[src/rtl/core/fbd_pkg.sv]
`default_nettype none
// ----------------------------------------------------------------------------
// fbd_pkg
// Shared constants and decode functions for the FP4 block-scaled dequantizer.
// ----------------------------------------------------------------------------
package fbd_pkg;

  localparam int          PIPE_STAGES = 8;
  localparam logic [31:0] F32_QNAN  = 32'h7FC0_0000;
  localparam logic [31:0] F32_INF   = 32'h7F80_0000;
  localparam logic [15:0] BF16_QNAN = 16'h7FC0;
  localparam logic [31:0] GS_RESET  = 32'h3F80_0000;

  // E4M3 scale byte to the fp32 bit pattern of the same value.
  function automatic logic [31:0] decode_e4m3(input logic [7:0] code);
    logic       sgn;
    logic [3:0] ex;
    logic [2:0] man;
    logic [31:0] mag;
    sgn = code[7];
    ex  = code[6:3];
    man = code[2:0];
    if (ex == 4'hF && man == 3'h7) begin
      return F32_QNAN;
    end
    if (ex == 4'h0) begin
      // Subnormal codes are mant * 2^-9, which are normal in fp32.
      if (man[2]) begin
        mag = {1'b0, 8'd120, man[1:0], 21'd0};
      end else if (man[1]) begin
        mag = {1'b0, 8'd119, man[0], 22'd0};
      end else if (man[0]) begin
        mag = {1'b0, 8'd118, 23'd0};
      end else begin
        mag = 32'd0;
      end
    end else begin
      mag = {1'b0, 4'd0, ex, man, 20'd0} + {1'b0, 8'd120, 23'd0};
    end
    return {sgn, mag[30:0]};
  endfunction

  // E2M1 nibble to the fp32 bit pattern of its value.
  function automatic logic [31:0] decode_e2m1(input logic [3:0] nib);
    logic [30:0] mag;
    case (nib[2:0])
      3'd0:    mag = 31'h0000_0000;
      3'd1:    mag = 31'h3F00_0000;
      3'd2:    mag = 31'h3F80_0000;
      3'd3:    mag = 31'h3FC0_0000;
      3'd4:    mag = 31'h4000_0000;
      3'd5:    mag = 31'h4040_0000;
      3'd6:    mag = 31'h4080_0000;
      default: mag = 31'h40C0_0000;
    endcase
    return {nib[3], mag};
  endfunction

  // fp32 to bf16, round to nearest even, any NaN made canonical.
  function automatic logic [15:0] f32_to_bf16(input logic [31:0] b);
    logic [32:0] sum;
    if (b[30:23] == 8'hFF && b[22:0] != 23'd0) begin
      return BF16_QNAN;
    end
    sum = {1'b0, b} + 33'h0_7FFF + {32'd0, b[16]};
    return sum[31:16];
  endfunction

endpackage
`default_nettype wire

[src/rtl/core/fbd_fmul.sv]
`default_nettype none
// ----------------------------------------------------------------------------
// fbd_fmul
// Three-stage IEEE fp32 multiplier, round to nearest even, with subnormals.
// ----------------------------------------------------------------------------
module fbd_fmul (
  input  wire logic        clk,
  input  wire logic [2:0]  en,
  input  wire logic [31:0] a,
  input  wire logic [31:0] b,
  output logic      [31:0] p
);

  // Stage A: unpack and significand product.
  logic        a_nan, b_nan, a_inf, b_inf, a_zero, b_zero;
  logic [7:0]  ea, eb;
  logic [23:0] ma, mb;

  logic        sa_sgn, sa_nan, sa_inf;
  logic [8:0]  sa_esum;
  logic [47:0] sa_prod;

  always_comb begin
    a_nan  = (a[30:23] == 8'hFF) && (a[22:0] != 23'd0);
    b_nan  = (b[30:23] == 8'hFF) && (b[22:0] != 23'd0);
    a_inf  = (a[30:23] == 8'hFF) && (a[22:0] == 23'd0);
    b_inf  = (b[30:23] == 8'hFF) && (b[22:0] == 23'd0);
    a_zero = (a[30:0] == 31'd0);
    b_zero = (b[30:0] == 31'd0);
    ea = (a[30:23] == 8'd0) ? 8'd1 : a[30:23];
    eb = (b[30:23] == 8'd0) ? 8'd1 : b[30:23];
    ma = {(a[30:23] != 8'd0), a[22:0]};
    mb = {(b[30:23] != 8'd0), b[22:0]};
  end

  always_ff @(posedge clk) begin
    if (en[0]) begin
      sa_sgn  <= a[31] ^ b[31];
      sa_nan  <= a_nan | b_nan | (a_inf & b_zero) | (b_inf & a_zero);
      sa_inf  <= a_inf | b_inf;
      sa_esum <= {1'b0, ea} + {1'b0, eb};
      sa_prod <= ma * mb;
    end
  end

  // Stage B: leading one, shift amount and result exponent.
  logic [5:0]        lead;
  logic signed [10:0] sh_norm, sh_sub, rsh, s_full, e_m1;
  logic              normal;

  logic        sb_sgn, sb_nan, sb_inf, sb_zero;
  logic [6:0]  sb_shift;
  logic [9:0]  sb_ebits;
  logic [47:0] sb_prod;

  always_comb begin
    lead = 6'd0;
    for (int i = 0; i < 48; i++) begin
      if (sa_prod[i]) begin
        lead = 6'(i);
      end
    end
    sh_norm = $signed({5'd0, lead}) - 11'sd23;
    sh_sub  = 11'sd151 - $signed({2'd0, sa_esum});
    normal  = (sh_norm >= sh_sub);
    rsh     = normal ? sh_norm : sh_sub;
    s_full  = rsh + 11'sd24;
    e_m1    = $signed({2'd0, sa_esum}) + $signed({5'd0, lead}) - 11'sd174;
  end

  always_ff @(posedge clk) begin
    if (en[1]) begin
      sb_sgn   <= sa_sgn;
      sb_nan   <= sa_nan;
      sb_inf   <= sa_inf;
      sb_zero  <= (sa_prod == 48'd0);
      sb_shift <= (s_full > 11'sd73) ? 7'd73 : s_full[6:0];
      sb_ebits <= normal ? e_m1[9:0] : 10'd0;
      sb_prod  <= sa_prod;
    end
  end

  // Stage C: align, round and pack.
  logic [73:0] q, mant, lost, half, mask;
  logic        inc;
  logic [33:0] packed_sum;
  logic [31:0] res;

  always_comb begin
    q    = {2'd0, sb_prod, 24'd0};
    mant = q >> sb_shift;
    mask = (74'd1 << sb_shift) - 74'd1;
    half = 74'd1 << (sb_shift - 7'd1);
    lost = q & mask;
    inc  = (lost > half) || ((lost == half) && mant[0]);
    packed_sum = {1'b0, sb_ebits, 23'd0} + {9'd0, mant[24:0]} + {33'd0, inc};
    if (sb_nan) begin
      res = fbd_pkg::F32_QNAN;
    end else if (sb_inf || packed_sum >= {2'd0, fbd_pkg::F32_INF}) begin
      res = {sb_sgn, fbd_pkg::F32_INF[30:0]};
    end else if (sb_zero) begin
      res = {sb_sgn, 31'd0};
    end else begin
      res = {sb_sgn, packed_sum[30:0]};
    end
  end

  always_ff @(posedge clk) begin
    if (en[2]) begin
      p <= res;
    end
  end

endmodule
`default_nettype wire

[src/rtl/core/fp4_block_scaled_dequant_to_bf16_top.sv]
`default_nettype none
// ----------------------------------------------------------------------------
// fp4_block_scaled_dequant_to_bf16_top
// Dequantizes pairs of E2M1 weights with an E4M3 group scale and an fp32
// global scale into two bf16 values per request.
// ----------------------------------------------------------------------------
// Usage:
//   Input requests arrive on s_axis: tdata holds the scale byte and the packed
//   weight byte, tlast marks the final byte of the tensor. Each request gives
//   one output request on m_axis with the even and odd bf16 values and a copy
//   of tlast. The global scale is written through cfg_we/cfg_wdata while no
//   request is in flight; it resets to 1.0.
//   The datapath is an eight-stage pipeline: input decode, three stages of
//   the scale multiplier, three stages of the two weight multipliers, and the
//   bf16 rounding output register. One request is accepted every cycle
//   while the output is not stalled.
//   Each stage has its own valid bit and advances when the stage after it is
//   empty or moving, so a stalled receiver holds the results in place while
//   empty stages ahead of them still fill. Reset clears all valid bits.
// ----------------------------------------------------------------------------
module fp4_block_scaled_dequant_to_bf16_top (
  input  wire logic        clk,
  input  wire logic        rst,
  input  wire logic        cfg_we,
  input  wire logic [31:0] cfg_wdata,
  input  wire logic        s_axis_tvalid,
  output logic             s_axis_tready,
  input  wire logic [15:0] s_axis_tdata,   // scale_code [7:0], packed_pair [15:8]
  input  wire logic        s_axis_tlast,
  output logic             m_axis_tvalid,
  input  wire logic        m_axis_tready,
  output logic      [31:0] m_axis_tdata,   // even_value_bf16 [15:0], odd_value_bf16 [31:16]
  output logic             m_axis_tlast
);

  logic [31:0]                     tensor_scale;
  logic [fbd_pkg::PIPE_STAGES-1:0] v, en;

  logic [31:0] scale_f32;
  logic [31:0] w_even [0:3];
  logic [31:0] w_odd  [0:3];
  logic        last_q [0:fbd_pkg::PIPE_STAGES-1];
  logic [31:0] blk_scale, p_even, p_odd;

  always_comb begin
    en[fbd_pkg::PIPE_STAGES-1] = !v[fbd_pkg::PIPE_STAGES-1] || m_axis_tready;
    for (int i = fbd_pkg::PIPE_STAGES - 2; i >= 0; i--) begin
      en[i] = !v[i] || en[i+1];
    end
  end

  assign s_axis_tready = en[0];

  always_ff @(posedge clk) begin
    if (rst) begin
      tensor_scale <= fbd_pkg::GS_RESET;
      v            <= '0;
    end else begin
      if (cfg_we) begin
        tensor_scale <= cfg_wdata;
      end
      if (en[0]) begin
        v[0] <= s_axis_tvalid;
      end
      for (int i = 1; i < fbd_pkg::PIPE_STAGES; i++) begin
        if (en[i]) begin
          v[i] <= v[i-1];
        end
      end
    end
  end

  // Side data that travels alongside the multiplier stages.
  always_ff @(posedge clk) begin
    if (en[0]) begin
      scale_f32 <= fbd_pkg::decode_e4m3(s_axis_tdata[7:0]);
      w_even[0] <= fbd_pkg::decode_e2m1(s_axis_tdata[11:8]);
      w_odd[0]  <= fbd_pkg::decode_e2m1(s_axis_tdata[15:12]);
      last_q[0] <= s_axis_tlast;
    end
    for (int i = 1; i < 4; i++) begin
      if (en[i]) begin
        w_even[i] <= w_even[i-1];
        w_odd[i]  <= w_odd[i-1];
      end
    end
    for (int i = 1; i < fbd_pkg::PIPE_STAGES; i++) begin
      if (en[i]) begin
        last_q[i] <= last_q[i-1];
      end
    end
  end

  fbd_fmul u_scale_mul (
    .clk (clk),
    .en  (en[3:1]),
    .a   (scale_f32),
    .b   (tensor_scale),
    .p   (blk_scale)
  );

  fbd_fmul u_even_mul (
    .clk (clk),
    .en  (en[6:4]),
    .a   (w_even[3]),
    .b   (blk_scale),
    .p   (p_even)
  );

  fbd_fmul u_odd_mul (
    .clk (clk),
    .en  (en[6:4]),
    .a   (w_odd[3]),
    .b   (blk_scale),
    .p   (p_odd)
  );

  always_ff @(posedge clk) begin
    if (en[fbd_pkg::PIPE_STAGES-1]) begin
      m_axis_tdata <= {fbd_pkg::f32_to_bf16(p_odd), fbd_pkg::f32_to_bf16(p_even)};
    end
  end

  assign m_axis_tvalid = v[fbd_pkg::PIPE_STAGES-1];
  assign m_axis_tlast  = last_q[fbd_pkg::PIPE_STAGES-1];

endmodule
`default_nettype wire

[config.mk]
export PLATFORM = sky130hd
export DESIGN_NAME = fp4_block_scaled_dequant_to_bf16_top
export DESIGN_NICKNAME = d
export VERILOG_FILES = /design/src/rtl/core/fbd_pkg.sv /design/src/rtl/core/fbd_fmul.sv /design/src/rtl/core/fp4_block_scaled_dequant_to_bf16_top.sv
export SDC_FILE = /design/constraint.sdc
export NUM_CORES = 2
export LEC_CHECK = 0
export ABC_CLOCK_PERIOD_IN_PS = 6450
export BUFFER_PORTS_ARGS = -buffer_cell sky130_fd_sc_hd__buf_2
export CAP_MARGIN = 0
export CORE_AREA = 5 5 266 294
export DETAILED_ROUTE_END_ITERATION = 8
export DIE_AREA = 0 0 271 299
export PLACE_DENSITY = 0.79
export REMOVE_ABC_BUFFERS = 1
export SYNTH_ARGS = -nofsm -noshare
export SYNTH_HDL_FRONTEND = slang
export SYNTH_SLANG_ARGS = --single-unit
[constraint.sdc]
create_clock -name clk -period 6.45 [get_ports clk]
set_clock_uncertainty 0.1 [all_clocks]
set_input_delay 0.3225 -clock clk [delete_from_list [all_inputs] [get_ports clk]]
set_output_delay 0.3225 -clock clk [all_outputs]
set_load 0.01 [all_outputs]
# Word-level counts from Yosys, hierarchy flattened
# Memories as Yosys holds them, arrays and structs flattened.
# Cells that the tools add are included.
dict set report word_totals {
  elab_cells 434
  mem_count 3
  out_inout_bits 35
  regBits 587
  mem_bits_rw 264
  in_bits 54
}
dict set report classes {
  reduce_logical 77
  n_mux 191
  n_addsub 35
  order_cmp 12
  shift 9
  n_bitwise 24
  mul 3
  eq_ne 24
}
# memory depth word_bits rd rd_clocked_by_memory_dff wr line
set mem_list {}
lappend mem_list {w_even 4 32 4 0 4 fp4_block_scaled_dequant_to_bf16_top.sv:40} ;# logic [31:0] w_even [0:3];
lappend mem_list {w_odd 4 32 4 0 4 fp4_block_scaled_dequant_to_bf16_top.sv:41} ;# logic [31:0] w_odd [0:3];
lappend mem_list {last_q 8 1 8 0 8 fp4_block_scaled_dequant_to_bf16_top.sv:42} ;# logic last_q [0:fbd_pkg::PIPE_STAGES-1];
# op n
set op_table {}
lappend op_table {{$shl 1x7->74 const A} 6}
lappend op_table {{$pmux 31 s7} 2}
lappend op_table {{$mux 6} 48}
lappend op_table {{$mux 5} 48}
lappend op_table {{$and 72x74->74} 3}
lappend op_table {{$eq 74x74->1} 3}
lappend op_table {{$gt 74x74->1} 3}
lappend op_table {{$sub 74x1->74 const B} 3}
lappend op_table {{$shr 72x7->25} 3}
lappend op_table {{$mux 31} 6}
lappend op_table {{$reduce_bool 23->1} 7}
lappend op_table {{$logic_not 31->1} 5}
lappend op_table {{$logic_not 48->1} 3}
lappend op_table {{$mul 24x24->48} 3}
lappend op_table {{$logic_not 23->1} 5}
lappend op_table {{$add 33x25->34} 3}
lappend op_table {{$add 34x1->34} 3}
lappend op_table {{$ge 34x31->1 const B} 3}
lappend op_table {{$mux 4} 24}
lappend op_table {{$mux 30} 3}
lappend op_table {{$mux 23} 3}
lappend op_table {{$add 32x1->32} 2}
lappend op_table {{$add 32x15->32 const B} 2}
lappend op_table {{$mux 16} 4}
lappend op_table {{other kinds (33)} 180}

# Depth between registers and ports, before layout
dict set report depth {
  depth_word 52
  ltp_mapped 36
  ltp_nobuf 32
}

# Modules after synthesis
# From an unflattened synthesis, not the netlist that was laid out.
dict set report hier_totals {
  cells_unflattened 10697
  hier_area_um2 101616.2
}
# mod cells_per_inst area_per_inst_um2 seq_area_each_um2 instances
set modules_own_cells {}
lappend modules_own_cells {{fbd_fmul (u_odd_mul)} 3445 32377.3 4834.6 1}
lappend modules_own_cells {{fbd_fmul (u_scale_mul)} 3467 32100.8 4834.6 1}
lappend modules_own_cells {{fbd_fmul (u_even_mul)} 3391 32035.7 4834.6 1}
lappend modules_own_cells {fp4_block_scaled_dequant_to_bf16_top 394 5102.4 3503.4 1}

# Least setup slack after synthesis
# OpenSTA, ideal clock, no wires.
dict set report synth_timing {
  kind {reg2reg}
  start {register u_even_mul.sb_shift[2]}
  end {register u_even_mul.p[6], data pin}
  stages_incl_launch_ff 36
  setup_ps 149
  path_buffers 6
  period_less_slack_ps 6695
  path_slack_ps -245
  t_arrival_ps 6445
  required_time_ps 6201
  cell_sequence {edfxtp_1 > inv_1 > clkbuf_1 > clkbuf_1 > buf_2 > buf_1 > nand2_1 > a311oi_1 > o21ai_0 > and2_1 > nand3_1 > a21o_1 > nor2_1 > and2_1 > ha_1 > a21o_1 > a21oi_1 > nor2b_1 > o21ai_0 > nand2b_1 > a21oi_1 > nor2b_1 > o21ai_0 > nand3b_1 > a221oi_1 > a21oi_1 > ha_1 > nor2b_1 > nand3_1 > or3_1 > clkbuf_1 > o31ai_1 > mux2_2 > a2111o_1 > buf_6 > nor3b_2}
}
dict set report synth_via {
  elab_chain_len 10
  elab_cells_between_ends 15
  classes_between {4 x add/sub; 2 x order compare; 1 x eq/ne; 3 x shift; 1 x bitwise; 4 x reduce/logical}
}
# item line
set synth_rtl {}
lappend synth_rtl {{start: declaration} fbd_fmul.sv:52} ;# logic [6:0] sb_shift;
lappend synth_rtl {{start signal: assignment} fbd_fmul.sv:77} ;# sb_shift <= (s_full > 11'sd73) ? 7'd73 : s_full[6:0];
lappend synth_rtl {{parallel branches: the longest is 6 deep, another holds $sub 74x1->74} -}
lappend synth_rtl {{$add 34x1->34 *} fbd_fmul.sv:96} ;# packed_sum = {1'b0, sb_ebits, 23'd0} + {9'd0, mant[24:0]} + {33'd0, inc};
lappend synth_rtl {{$ge 34x31->1} fbd_fmul.sv:99} ;# end else if (sb_inf || packed_sum >= {2'd0, fbd_pkg::F32_INF}) begin
lappend synth_rtl {{$logic_or 1x1->1} fbd_fmul.sv:99}
lappend synth_rtl {{$reduce_or 3->1 (no source line)} -}
lappend synth_rtl {{end signal: assignment} fbd_fmul.sv:110} ;# p <= res;
lappend synth_rtl {{end: declaration} fbd_fmul.sv:11} ;# output logic [31:0] p
# Every way passes the cells marked *.
# A chain may end at the register's enable or synchronous reset.

# Worst setup path in the final report
dict set report layout_timing {
  start {register scale_f32[26]}
  end {register u_scale_mul.sa_prod[46], data pin}
}
dict set report layout_via {
  elab_chain_len 2
}
# item line
set layout_rtl {}
lappend layout_rtl {{start: declaration} fp4_block_scaled_dequant_to_bf16_top.sv:39} ;# logic [31:0] scale_f32;
lappend layout_rtl {{start signal: assignment} fp4_block_scaled_dequant_to_bf16_top.sv:76} ;# scale_f32 <= fbd_pkg::decode_e4m3(s_axis_tdata[7:0]);
lappend layout_rtl {{$reduce_bool 8->1} fbd_fmul.sv:32} ;# ma = {(a[30:23] != 8'd0), a[22:0]};
lappend layout_rtl {{$mul 24x24->48} fbd_fmul.sv:42} ;# sa_prod <= ma * mb;
lappend layout_rtl {{end signal: assignment} fbd_fmul.sv:42}
lappend layout_rtl {{end: declaration} fbd_fmul.sv:21} ;# logic [47:0] sa_prod;
# No other way between the ends.

==> out/metrics.csv <==
stage;metric;value;unit
outcome;outcome;finished, final reports clean;
floorplanning;DIE HEIGHT;299;um
placement;placement-stage cell area;45700;sq um
floorplanning;Die ar.;81000;sq um
drt;Initial DRC Count;3273;
cells_and_area;Finished Layout Cells;5706;
critical_path;reg2reg setup slack;170;ps
timing;RSZ-0062 raised after global routing;true;
placement;placed insts;5536;
yosys;xor/xnor share of the synthesized area;4.41;%
yosys;largest family of logic cells by synthesized area;simple AND/OR/NAND/NOR gates;
drt;WL/cell;19.9;um
critical_path;critical path fanouts, max;4;
global_routing;initial antenna violation count;3;
floorplanning;core area;75200;sq um
cells_and_area;Total Nets Final;5366;
clocking;CTS tree;done;
global_routing;pin count of the biggest net entering global routing;78;
power_and_ir_drop;Pwr Total;20.2;mW
yosys;Simple-Gate Fraction of Synth Area;18.7;%
yosys;post-synthesis adder-cell area fraction;18.7;%
clocking;clk_lat worst skew;620;ps
power_and_ir_drop;leak pwr;22.0;nW
cells_and_area;Area Growth Syn to Fin;10.7;%
cells_and_area;Layout fillers;5877;
clocking;Longest Clk Path Bufs;3;
timing;final setup vio count;0;
yosys;Post-synth ARST share;0;%
critical_path;Crit-path slowest cell;fa_1;
timing;Slew Viols, Final;0;
critical_path;worst reg2reg startpoint;scale_f32[26];
timing;final hold viol count;0;
clocking;Sinks on Clock Net;485;
power_and_ir_drop;pwr/cell area;418;nW/um^2
yosys;cell count after synthesis;4540;
drt;via/cell ratio;6.32;
yosys;Synth warnings;0;
yosys;share of the synthesized area in the top cell type;30.6;%
clocking;H-tree depth;2;
critical_path;crit path kind;reg2reg;
yosys;Synth Register Bits;485;
placement;Final Wtd Congestion;1.03;
yosys;sequential cell area fraction in the yosys report;32.4;%
yosys;Post-synth EDFFs;445;
critical_path;Setup crit start kind;register;
timing;worst-margin pin slew;1100;ps
critical_path;CP Capture Type;register;
placement;Port Buf Inserts;88;
drt;Detailed Routing Iterations Pass 1;6;
drt;via total after detailed routing;36078;
global_routing;first-pass GRT wire length;182000;um
yosys;most common cell in the synthesized netlist;ha_1;
floorplanning;io pins;89;
global_routing;vias in the first global route;35213;
placement;Place WS;-424;ps
timing;f_max;159;MHz
critical_path;Critical Path, Cell by Cell;nor4_2 -> nand2_2 -> and2_4 -> fa_1 -> ha_1 -> ha_1 -> ha_1 -> ha_1 -> inv_1 -> fa_1 -> fa_1 -> inv_1 -> ha_1 -> or3_1 -> o211ai_1 -> a31oi_1 -> a41o_1 -> or4_4 -> a31o_2 -> nor4_2 -> nor3_1 -> xor2_1;
global_routing;GRT Util Overall;27.0;%
critical_path;CP dominant cell by count;ha_1;
hold_path;hold_sp;rst;
floorplanning;Site Rows;106;
floorplanning;Die X;271;um
yosys;Synth cell types;97;
yosys;mux contribution to synthesized area;8.04;%
yosys;Main synth FF type;edfxtp_1;
cells_and_area;layout cell share with drive strength beyond 1;12.2;%
critical_path;Critical Path AT;6560;ps
clocking;total CTS buffers;52;
floorplanning;starting density of the core;58.1;%
job;max-cap violation count;0;
drt;DR DRC count;0;
clocking;CTS clk-pin slew, worst paths;70;ps
timing;slew margin rel.;26.6;%
yosys;area leader, netlist;edfxtp_1;
yosys;synth top area cells;edfxtp_1, ha_1, mux4_2, nor2_1, nand2_1;
yosys;top cells by count, synth;ha_1, edfxtp_1, nor2_1;
critical_path;Largest stage delay, worst path;550;ps
timing;Worst Setup Slack, final;172;ps
placement;hpwl dp;87700;um
clocking;clk root buf;clkbuf_16;
drt;drt total wl;114000;um
timing;minimum clock period;6280;ps
cells_and_area;post-route design area;48400;sq um
yosys;synthesized area;43700;sq um
critical_path;Setup crit start;scale_f32[26];
drt;remaining antenna violation count;0;
timing;Tcrit/Tclk final;97.3;%
power_and_ir_drop;VDD IR max;354;uV
hold_path;hold crit path type;in2reg;
yosys;Syn Area/Cell;9.63;sq um
critical_path;Required @ worst endpoint;6730;ps
yosys;Synth Area in Compound Gates;13.2;%
global_routing;grt ovf;0;
logic make-up after synthesis:
| group | after synthesis |
|---|---|
| compound gates | 851 |
| xor+xnor | 220 |
| fa+ha+maj | 617 |
| buf+inv | 503 |
| flops | 485 |
| mux | 244 |
| simple gates | 1620 |
per-layer routing:
| metal | part of all wire (%) | global-route usage [%] | vias to the layer above |
|---|---|---|---|
| li1 | - | - | 17045 |
| met1 | 37 | 32.1 | 17064 |
| met2 | 50 | 48.7 | 1525 |
| met3 | 7.0 | 3.69 | 442 |
| met4 | 5.3 | 12.1 | 2 |
| met5 | 0.011 | 0 | - |
layout by cell type (no fill, tap or decap), types with 30 or more instances in the layout:
master,netlist,layout
ha_1,556,554
edfxtp_1,445,445
nor2_1,385,381
nand2_1,372,366
inv_1,289,286
a21oi_1,199,196
buf_4,6,163
o21ai_0,158,156
and2_1,146,144
xnor2_1,128,128
nor3_1,122,118
nor2b_1,110,109
mux2i_1,107,107
xor2_1,92,92
nand3_1,93,90
a21o_1,88,88
buf_2,21,88
mux4_2,80,80
nor4_1,81,73
and3_1,61,61
fa_1,61,61
nand2b_1,61,60
mux2_2,57,57
clkbuf_16,0,54
dlygate4sd3_1,0,51
nand4_1,48,48
dfxtp_1,40,40
a31oi_1,35,33
o22ai_1,30,30
where the power goes:
group	switching, mW	leakage [nW]	total, mW	internal (mW)
clock	1.28	0.834	2.99	1.71
combinational	6.76	15.8	11.7	4.91
sequential	0.963	5.41	5.57	4.61
final cells by class:
| cell class | count | area [sq um] | area share, % |
|---|---|---|---|
| multi-input cells | 3552 | 27900 | 57.6 |
| inverters | 295 | 1110 | 2.29 |
| well taps | 972 | 1220 | 2.51 |
| repair buffers | 309 | 2320 | 4.79 |
| flip-flops and latches | 485 | 14200 | 29.3 |
| clock buffers | 63 | 1390 | 2.88 |
| clock inverters | 29 | 310 | 0.641 |
| diodes | 1 | 2.50 | 0.00517 |
registers in the layout (all words and copies together), names as in the netlist, 10 cells and up:
signal	count
m_axis_tdata	32
scale_f32	10
tensor_scale	32
u_even_mul.p	32
u_even_mul.sa_prod	26
u_even_mul.sb_ebits	10
u_even_mul.sb_prod	26
u_odd_mul.p	32
u_odd_mul.sa_prod	26
u_odd_mul.sb_ebits	10
u_odd_mul.sb_prod	26
u_scale_mul.p	32
u_scale_mul.sa_prod	28
u_scale_mul.sb_ebits	10
u_scale_mul.sb_prod	28
w_even	20
w_odd	20
critical path: cells and delay by family, from the launching register on:
| family | cells | cell delay (ps) |
|---|---|---|
| simple gates | 7 | 1670 |
| compound gates | 4 | 860 |
| buf+inv | 2 | 110 |
| fa+ha+maj | 8 | 2750 |
| xor+xnor | 1 | 140 |
| flops | 1 | 420 |
timing repair:
action,in CTS,in global routing
hold buffers,51,0
setup endpoints to repair,1,81
pin swaps,0,16
buffers inserted,0,25
cloned,0,1
resized for setup,3,53
hold endpoints to repair,52,0
path summary, 6_finish.rpt:
kind / to / cells after the start
worst min register to register: last_q[1][2] / 0
worst max register to register: u_scale_mul.sa_prod[46] / 22
worst max-delay path: u_scale_mul.sa_prod[46] / 22
worst min-delay path: tensor_scale[5] / 3
stage by stage:
| stage | hold WS, ps | TNS (ps) | utilization (%) |
|---|---|---|---|
| 2_1_floorplan | 292 | -79390 | - |
| 3_3_place_gp | 301 | -148 | 60.8 |
| 3_5_place_dp | 305 | -424 | 60.8 |
| 4_1_cts | 47.3 | 0 | 63.7 |
| 5_1_grt | 91.9 | -925 | 64.4 |
| 6_report | 83.9 | 0 | 64.4 |
Power figures use the tool's default switching activity.
